===== config.mk =====
export PLATFORM = sky130hd
export DESIGN_NAME = bounded_control_value_sweep
export DESIGN_NICKNAME = d
export VERILOG_FILES = /design/src/hw/rtl/bcvs_pkg.sv /design/src/hw/rtl/bcvs_cfg.sv /design/src/hw/rtl/bcvs_byte_unit.sv /design/src/hw/rtl/bounded_control_value_sweep.sv
export SDC_FILE = /design/constraint.sdc
export NUM_CORES = 1
export LEC_CHECK = 0
export BUFFER_PORTS_ARGS = -buffer_cell sky130_fd_sc_hd__buf_2
export CORE_ASPECT_RATIO = 1.5
export CORE_UTILIZATION = 60
export DETAILED_ROUTE_END_ITERATION = 10
export PLACE_DENSITY = 0.81
export SLEW_MARGIN = 20
export SYNTH_ARGS = -nofsm -noshare
export SYNTH_HDL_FRONTEND = slang
export SYNTH_HIERARCHICAL = 1
export SYNTH_SLANG_ARGS = --single-unit

===== constraint.sdc =====
create_clock -name clk -period 8.5 [get_ports clk]
set_clock_uncertainty 0.2 [all_clocks]
set_input_delay 1.275 -clock clk [delete_from_list [all_inputs] [get_ports clk]]
set_output_delay 1.275 -clock clk [all_outputs]
set_load 0.02 [all_outputs]

===== src/hw/rtl/bcvs_pkg.sv =====
// ----------------------------------------------------------------------------
// bcvs_pkg
// Shared types and codes for the bounded control value sweep block.
// ----------------------------------------------------------------------------
package bcvs_pkg;

	localparam int NUM_LANES = 8;
	localparam int BYTE_W    = 8;
	localparam int VALUE_W   = NUM_LANES * BYTE_W;

	// command kinds
	localparam logic [2:0] KIND_ADVANCE = 3'd0;
	localparam logic [2:0] KIND_LOAD    = 3'd1;
	localparam logic [2:0] KIND_SET_MAX = 3'd2;
	localparam logic [2:0] KIND_SET_MIN = 3'd3;
	localparam logic [2:0] KIND_RESTORE = 3'd4;

	// outcome codes
	localparam logic [1:0] OUT_DONE     = 2'd0;
	localparam logic [1:0] OUT_REFUSED  = 2'd1;
	localparam logic [1:0] OUT_DISABLED = 2'd2;

	// configuration register indexes
	localparam logic [2:0] REG_BYTE_COUNT  = 3'd0;
	localparam logic [2:0] REG_INITIAL     = 3'd1;
	localparam logic [2:0] REG_MAX         = 3'd2;
	localparam logic [2:0] REG_MIN         = 3'd3;
	localparam logic [2:0] REG_MAX_PRESENT = 3'd4;
	localparam logic [2:0] REG_MIN_PRESENT = 3'd5;
	localparam logic [2:0] REG_DISABLED    = 3'd6;

	typedef struct packed {
		logic [2:0]         kind;
		logic [VALUE_W-1:0] candidate_bytes;
		logic [3:0]         candidate_length;
	} cmd_t;

	typedef struct packed {
		logic [1:0]         outcome;
		logic [VALUE_W-1:0] value_now;
		logic [3:0]         position_now;
	} res_t;

	typedef struct packed {
		logic [3:0]         byte_count;
		logic [VALUE_W-1:0] initial_bytes;
		logic [VALUE_W-1:0] max_bytes;
		logic [VALUE_W-1:0] min_bytes;
		logic               max_present;
		logic               min_present;
		logic               disabled;
	} cfg_t;

	typedef struct packed {
		logic [BYTE_W-1:0] a_next;
		logic [BYTE_W-1:0] init_byte;
		logic              over;
		logic              below;
	} unit_res_t;

endpackage


===== src/hw/rtl/bcvs_cfg.sv =====
// ----------------------------------------------------------------------------
// bcvs_cfg
// Configuration register file, written over a valid/ready channel.
// ----------------------------------------------------------------------------
module bcvs_cfg (
	input  logic                      clk,
	input  logic                      arst_n,
	input  logic                      cfg_valid,
	output logic                      cfg_ready,
	input  logic [2:0]                cfg_index,
	input  logic [bcvs_pkg::VALUE_W-1:0] cfg_data,
	output bcvs_pkg::cfg_t            regs
);

	bcvs_pkg::cfg_t regs_q;

	assign cfg_ready = 1'b1;
	assign regs      = regs_q;

	always_ff @(posedge clk or negedge arst_n) begin
		if (!arst_n) begin
			regs_q.byte_count    <= 4'd1;
			regs_q.initial_bytes <= '0;
			regs_q.max_bytes     <= '0;
			regs_q.min_bytes     <= '0;
			regs_q.max_present   <= 1'b0;
			regs_q.min_present   <= 1'b0;
			regs_q.disabled      <= 1'b0;
		end else if (cfg_valid) begin
			case (cfg_index)
				bcvs_pkg::REG_BYTE_COUNT:  regs_q.byte_count    <= cfg_data[3:0];
				bcvs_pkg::REG_INITIAL:     regs_q.initial_bytes <= cfg_data;
				bcvs_pkg::REG_MAX:         regs_q.max_bytes     <= cfg_data;
				bcvs_pkg::REG_MIN:         regs_q.min_bytes     <= cfg_data;
				bcvs_pkg::REG_MAX_PRESENT: regs_q.max_present   <= cfg_data[0];
				bcvs_pkg::REG_MIN_PRESENT: regs_q.min_present   <= cfg_data[0];
				bcvs_pkg::REG_DISABLED:    regs_q.disabled      <= cfg_data[0];
				default: ;
			endcase
		end
	end

endmodule


===== src/hw/rtl/bcvs_byte_unit.sv =====
// ----------------------------------------------------------------------------
// bcvs_byte_unit
// Shared byte unit: picks one byte lane, optionally increments it and bounds-checks it.
// ----------------------------------------------------------------------------
module bcvs_byte_unit (
	input  logic [bcvs_pkg::VALUE_W-1:0] a_word,
	input  logic [bcvs_pkg::VALUE_W-1:0] hi_word,
	input  logic [bcvs_pkg::VALUE_W-1:0] lo_word,
	input  logic [bcvs_pkg::VALUE_W-1:0] init_word,
	input  logic [2:0]                   lane,
	input  logic                         hi_present,
	input  logic                         inc,
	output bcvs_pkg::unit_res_t          res
);

	logic [bcvs_pkg::BYTE_W-1:0] a_b, hi_b, lo_b;
	logic [bcvs_pkg::BYTE_W:0]   sum;

	always_comb begin
		a_b  = a_word[lane*bcvs_pkg::BYTE_W +: bcvs_pkg::BYTE_W];
		hi_b = hi_present ? hi_word[lane*bcvs_pkg::BYTE_W +: bcvs_pkg::BYTE_W] : 8'hFF;
		lo_b = lo_word[lane*bcvs_pkg::BYTE_W +: bcvs_pkg::BYTE_W];
		// nine bits so that 255 + 1 overflows any bound
		sum  = {1'b0, a_b} + {8'd0, inc};
		res.a_next    = sum[bcvs_pkg::BYTE_W-1:0];
		res.init_byte = init_word[lane*bcvs_pkg::BYTE_W +: bcvs_pkg::BYTE_W];
		res.over      = sum > {1'b0, hi_b};
		res.below     = lo_b > a_b;
	end

endmodule


===== src/hw/rtl/bounded_control_value_sweep.sv =====
// ----------------------------------------------------------------------------
// bounded_control_value_sweep
// Holds a control value of up to eight bytes and steps it through settings.
// ----------------------------------------------------------------------------
// A request is taken when start is high and busy is low, and its result
// appears on result for exactly one cycle with done high; the receiver cannot
// stall, so capture result on every cycle that done is high. Work is done one
// byte lane per cycle by a single shared increment/compare unit. An advance
// visits every byte that wraps back to its initial value and then the byte it
// steps, and makes one more check when it runs off the end of the value; a
// load whose length matches checks each byte in use in turn, stopping early
// at the first byte out of bounds; every other request is settled when it is
// taken. done rises in the cycle after the last step, and busy falls at the
// same edge, so the next request may
// be given while a result is still on show. Configuration is taken on
// cfg_valid at any time (cfg_ready is always high) but must only change while
// no request is in flight. The sweep pointer only moves forwards and is
// cleared by reset alone.
// ----------------------------------------------------------------------------
module bounded_control_value_sweep #(
	parameter int MAX_BYTES = 8
) (
	input  logic                         clk,
	input  logic                         arst_n,
	input  logic                         start,
	output logic                         busy,
	input  bcvs_pkg::cmd_t               cmd,
	output logic                         done,
	output bcvs_pkg::res_t               result,
	input  logic                         cfg_valid,
	output logic                         cfg_ready,
	input  logic [2:0]                   cfg_index,
	input  logic [bcvs_pkg::VALUE_W-1:0] cfg_data
);

	// sequencer states
	localparam logic [1:0] ST_IDLE = 2'd0;
	localparam logic [1:0] ST_ADV  = 2'd1;
	localparam logic [1:0] ST_LOAD = 2'd2;

	localparam logic [3:0] MaxCount = 4'(MAX_BYTES);

	bcvs_pkg::cfg_t              regs;
	bcvs_pkg::unit_res_t         ures;
	logic [bcvs_pkg::VALUE_W-1:0] cand_q;
	logic [1:0]                  state_q;
	logic [bcvs_pkg::VALUE_W-1:0] cur_q;
	logic [3:0]                  pos_q;
	logic [2:0]                  idx_q;
	logic [1:0]                  outcome_q;
	logic                        done_q;

	logic [3:0]                  count;
	logic [bcvs_pkg::VALUE_W-1:0] mask;
	logic [2:0]                  lane;
	logic                        adv_mode;
	logic                        accept;
	logic                        load_fail;

	bcvs_cfg u_cfg (
		.clk       (clk),
		.arst_n    (arst_n),
		.cfg_valid (cfg_valid),
		.cfg_ready (cfg_ready),
		.cfg_index (cfg_index),
		.cfg_data  (cfg_data),
		.regs      (regs)
	);

	// Clamp the byte count into 1..MAX_BYTES and build the in-use byte mask.
	always_comb begin
		if (regs.byte_count == 4'd0) begin
			count = 4'd1;
		end else if (regs.byte_count > MaxCount) begin
			count = MaxCount;
		end else begin
			count = regs.byte_count;
		end
		for (int i = 0; i < bcvs_pkg::NUM_LANES; i++) begin
			mask[i*bcvs_pkg::BYTE_W +: bcvs_pkg::BYTE_W] = (4'(i) < count) ? 8'hFF : 8'h00;
		end
	end

	// The shared unit looks at the pointer lane for an advance and at the
	// check lane of the candidate for a load.
	assign adv_mode = (state_q == ST_ADV);
	assign lane     = adv_mode ? pos_q[2:0] : idx_q;

	bcvs_byte_unit u_unit (
		.a_word     (adv_mode ? cur_q : cand_q),
		.hi_word    (regs.max_bytes),
		.lo_word    (regs.min_bytes),
		.init_word  (regs.initial_bytes),
		.lane       (lane),
		.hi_present (regs.max_present),
		.inc        (adv_mode),
		.res        (ures)
	);

	assign load_fail = (regs.min_present && ures.below) || (regs.max_present && ures.over);
	assign accept    = start && !busy;
	assign busy      = (state_q != ST_IDLE);
	assign done      = done_q;

	always_comb begin
		result.outcome      = outcome_q;
		result.value_now    = cur_q & mask;
		result.position_now = pos_q;
	end

	always_ff @(posedge clk or negedge arst_n) begin
		if (!arst_n) begin
			state_q   <= ST_IDLE;
			cand_q    <= '0;
			cur_q     <= '0;
			pos_q     <= '0;
			idx_q     <= '0;
			outcome_q <= bcvs_pkg::OUT_DONE;
			done_q    <= 1'b0;
		end else begin
			done_q <= 1'b0;
			case (state_q)
				ST_IDLE: begin
					if (accept) begin
						cand_q <= cmd.candidate_bytes;
						idx_q  <= '0;
						if (regs.disabled) begin
							outcome_q <= bcvs_pkg::OUT_DISABLED;
							done_q    <= 1'b1;
						end else begin
							case (cmd.kind)
								bcvs_pkg::KIND_ADVANCE: begin
									state_q <= ST_ADV;
								end
								bcvs_pkg::KIND_LOAD: begin
									if (cmd.candidate_length == count) begin
										state_q <= ST_LOAD;
									end else begin
										outcome_q <= bcvs_pkg::OUT_REFUSED;
										done_q    <= 1'b1;
									end
								end
								bcvs_pkg::KIND_SET_MAX: begin
									cur_q <= (cur_q & ~mask) |
										((regs.max_present ? regs.max_bytes : '1) & mask);
									outcome_q <= bcvs_pkg::OUT_DONE;
									done_q    <= 1'b1;
								end
								bcvs_pkg::KIND_SET_MIN: begin
									if (regs.min_present) begin
										cur_q     <= (cur_q & ~mask) | (regs.min_bytes & mask);
										outcome_q <= bcvs_pkg::OUT_DONE;
									end else begin
										outcome_q <= bcvs_pkg::OUT_REFUSED;
									end
									done_q <= 1'b1;
								end
								bcvs_pkg::KIND_RESTORE: begin
									cur_q     <= (cur_q & ~mask) | (regs.initial_bytes & mask);
									outcome_q <= bcvs_pkg::OUT_DONE;
									done_q    <= 1'b1;
								end
								default: begin
									outcome_q <= bcvs_pkg::OUT_REFUSED;
									done_q    <= 1'b1;
								end
							endcase
						end
					end
				end
				ST_ADV: begin
					if (pos_q >= count) begin
						// sweep exhausted
						outcome_q <= bcvs_pkg::OUT_REFUSED;
						done_q    <= 1'b1;
						state_q   <= ST_IDLE;
					end else if (ures.over) begin
						// wrap this byte back to its initial value, move on
						cur_q[lane*bcvs_pkg::BYTE_W +: bcvs_pkg::BYTE_W] <= ures.init_byte;
						pos_q <= pos_q + 4'd1;
					end else begin
						cur_q[lane*bcvs_pkg::BYTE_W +: bcvs_pkg::BYTE_W] <= ures.a_next;
						outcome_q <= bcvs_pkg::OUT_DONE;
						done_q    <= 1'b1;
						state_q   <= ST_IDLE;
					end
				end
				ST_LOAD: begin
					if (load_fail) begin
						outcome_q <= bcvs_pkg::OUT_REFUSED;
						done_q    <= 1'b1;
						state_q   <= ST_IDLE;
					end else if ({1'b0, idx_q} == count - 4'd1) begin
						cur_q     <= (cur_q & ~mask) | (cand_q & mask);
						outcome_q <= bcvs_pkg::OUT_DONE;
						done_q    <= 1'b1;
						state_q   <= ST_IDLE;
					end else begin
						idx_q <= idx_q + 3'd1;
					end
				end
				default: begin
					state_q <= ST_IDLE;
				end
			endcase
		end
	end

	// A result is only shown once the sequencer has gone back to idle.
	a_done_idle: assert property (@(posedge clk) disable iff (!arst_n)
		done |-> state_q == ST_IDLE)
		else $error("result strobe while sequencer busy");

	// Leaving a multi-cycle request always produces its result.
	a_fall_done: assert property (@(posedge clk) disable iff (!arst_n)
		$fell(busy) |-> done)
		else $error("busy dropped without a result");

	// The sweep pointer never moves backwards.
	a_pos_mono: assert property (@(posedge clk) disable iff (!arst_n)
		$past(arst_n) |-> pos_q >= $past(pos_q))
		else $error("sweep pointer moved backwards");

	// The pointer never goes past the widest control value.
	a_pos_range: assert property (@(posedge clk) disable iff (!arst_n)
		pos_q <= 4'(bcvs_pkg::NUM_LANES))
		else $error("sweep pointer out of range");

	// A disabled outcome is only given while the block is disabled.
	a_dis_out: assert property (@(posedge clk) disable iff (!arst_n)
		done && outcome_q == bcvs_pkg::OUT_DISABLED |-> regs.disabled)
		else $error("disabled outcome while enabled");

endmodule


==> results.cfg <==
[global_routing]
globalRouteOverflowTotal = 0
grt_pass1_vias = 15450
antenna_found_initial = 2
grt_usage_pct = 38.53
grt_pass1_wl_um = 95950
grt_max_degree = 180

[yosys]
yosys_warnings = 6
syn_nets = 1816
synth_cell_types = 74
ys_seq_area_share_pct = 42.54
synth_top_area_share_pct = 42.41
synth_ff_type = dfrtp_1
yosysTopAreaCell = dfrtp_1
synthesis.instances = 1641
synth-seq-cells = 339
netlist_area_sq_mm = 0.01994
synth_area_leaders = dfrtp_1, mux2_2, mux4_2
synth_area_per_cell_sq_um = 12.15
synth-async-reset-ratio_pct = 100.0
synth_edf_count = 0

[cts]
clockRootBuffer = clkbuf_16
clk_pin_slew_worst_paths_ns = 0.06
cts_sinks = 339
post_cts_buffers = 0
cts_buffers = 35
cts_tree = done
worst_skew_pair.late_latency_ns = 0.54
clock_path_buffers = 3
cts_max_level = 2
cts_resized = 0
cts-hold-fix-buffers = 0

[worst_setup_path]
cp.arrival_ns = 7.51
cp.required_ns = 8.72
critPathMaxStageDelay_ns = 0.60
cp-end-kind = register
critPathSlowestCell = mux4_2
cp_max_fo = 39
rrSetupSlack_ns = 1.21
critPathKind = reg -> reg
cp-start-kind = register

[die]
fp.dieW_um = 150.9
die_area_sq_mm = 0.03399
start_util_pct = 61.11
rows = 81
ios = 215
core-area_sq_mm = 0.03263
die_h_um = 225.3

[sta]
slew_headroom_pct = 22.90
drv_slew = 0
rsz0062_at_grt = no
finalSetupViolCount = 0
worst_pin_slew_ns = 1.144
timing.hold.ws_ns = 0.3086
clock.fmax_ghz = 0.1371
min_period_ns = 7.293
period_share_pct = 85.80
tns_ns = 0
hold_viol = 0

[run]
max_cap_violations = 0

[final_layout]
fin_nets = 1970
syn2layout_area_growth_pct = 11.96
drive_gt1_share_pct = 41.72
final_core_util_pct = 68.43

[routing]
drc = 0
via_per_inst = 6.952
wl_per_cell_um = 28.88
detail-route-antenna-nets = 0
first_pass_iters = 5
num_vias = 15520
routed_wl_um = 64500
drt_iter0_markers = 1679

[place]
io_buffers = 213
hpwlAfterDp_um = 46670
finalWeightedCongestion = 0.9932

[outcome]
status = complete, no violations

[power_and_ir_drop]
power_leakage_nw = 9.362
peakVddDrop_mv = 0.2278
powerDensity_mw_per_mm2 = 396.9

[min_path]
min_path_type = reg -> reg
## logic make-up (layout without fill, tap and decap cells)
kind of cell             count (synthesis)  count (layout)  share of synthesized area (%)
multiplexers                           462             462                          30.08
AO/OA/AOI/OAI                          368             368                          12.99
flip-flops                             339             339                          42.54
AND/OR/NAND/NOR                        239             239                          7.127
buffers and inverters                  184             360                          4.517
adder cells (fa/ha/maj)                 33              33                          2.070
XOR/XNOR                                15              15                         0.6587
other                                    1               2                        0.01880
## worst max-delay path, delay by kind of cell, from the launching register on
family,cells,cell delay [ns]
AO/OA/AOI/OAI,8,1.61
XOR/XNOR,1,0.16
adder cells (fa/ha/maj),4,1.30
buffers and inverters,5,1.16
flip-flops,1,0.45
multiplexers,4,1.54
AND/OR/NAND/NOR,3,0.68
## through the flow
stage	instance area, sq um	power, mW	cells	worst slack (ns)
2_1_floorplan	19940	5.541	1641	1.753
3_3_place_gp	21120	7.002	2172	1.583
3_5_place_dp	21120	7.104	2172	1.403
4_1_cts	22300	8.734	2231	1.373
5_1_grt	22330	9.177	2232	1.014
6_report	22330	8.864	2233	1.207
## metal layers
| metal | global-route usage (%) | vias up | routed length [um] |
|---|---|---|---|
| li1 | - | 6554 | - |
| met1 | 48.35 | 7812 | 23810 |
| met2 | 60.08 | 922 | 30250 |
| met3 | 7.328 | 234 | 5267 |
| met4 | 26.29 | 2 | 5155 |
| met5 | 0 | - | 12 |
## cells in the mapped netlist, types with 3 or more instances
library cell    n
a221o_1        42
mux2i_1        15
clkbuf_1       60
nor2_1         22
nand4b_1        5
buf_4           6
nor2b_1        89
buf_12          3
o21ai_0        71
nand4_1         4
mux4_2         59
a31oi_1        42
and2_1         16
a32o_1         25
buf_1          14
buf_6          15
nand3_1         6
nor3b_1         3
or2_2           7
nand2b_1       30
a221oi_1       26
and3_1          5
xnor2_1         9
xor2_1          6
ha_1           33
nand2_1        29
nor3_1          9
inv_1          64
o221ai_1       40
a21o_1          7
o21ai_2         3
mux4_1          9
dfrtp_1       338
buf_2          21
a21oi_1        88
mux2_2        374
## final cells by class
type                            count  area [sq um]
Inverter                           65         245.2
Sequential cell                   339          8486
Timing Repair Buffer              236          1294
Clock inverter                     16         203.9
Fill cell                        2372         10300
Multi-Input combinational cell   1118         10600
Tap cell                          415         519.2
Clock buffer                       43         975.9
Antenna cell                        1         2.502
## report_power, final
part / switching (mW) / internal (mW) / leakage [nW]
clock: 0.663 / 0.940 / 0.569
sequential: 0.587 / 2.15 / 4.05
combinational: 2.58 / 1.94 / 4.74
total: 3.83 / 5.03 / 9.36
## cells in the final DEF, fill, tap and decap left out, types with 3 or more instances in the layout
master	count
o21ai_0	70
or2_2	7
clkinvlp_4	5
nor2_1	22
inv_1	63
and3_1	4
ha_1	31
o221ai_1	40
mux2_2	374
a21o_1	7
nand2_1	28
nand4b_1	5
mux2i_1	15
nand2b_1	30
xnor2_1	9
mux4_1	9
and2_1	16
a32o_1	25
a21oi_1	88
nand3_1	6
a221oi_1	26
buf_2	212
mux4_2	59
a31oi_1	42
nor3_1	9
clkbuf_16	35
a221o_1	42
o21ai_2	3
clkbuf_8	7
dfrtp_1	337
nand4_1	4
clkinv_2	5
buf_4	20
nor2b_1	89
xor2_1	6
bufinv_16	4
## final timing paths
kind,from,end,cells after the start
max,state_q[1],register,25
min,pos_q[3],pos_q[3],1
max reg2reg,state_q[1],register,25
min reg2reg,pos_q[3],pos_q[3],1
max in group asynchronous,arst_n,u_cfg/regs[63],3
min in group asynchronous,arst_n,u_cfg/regs[0],1
No activity file was read; power rests on OpenSTA's default activity.
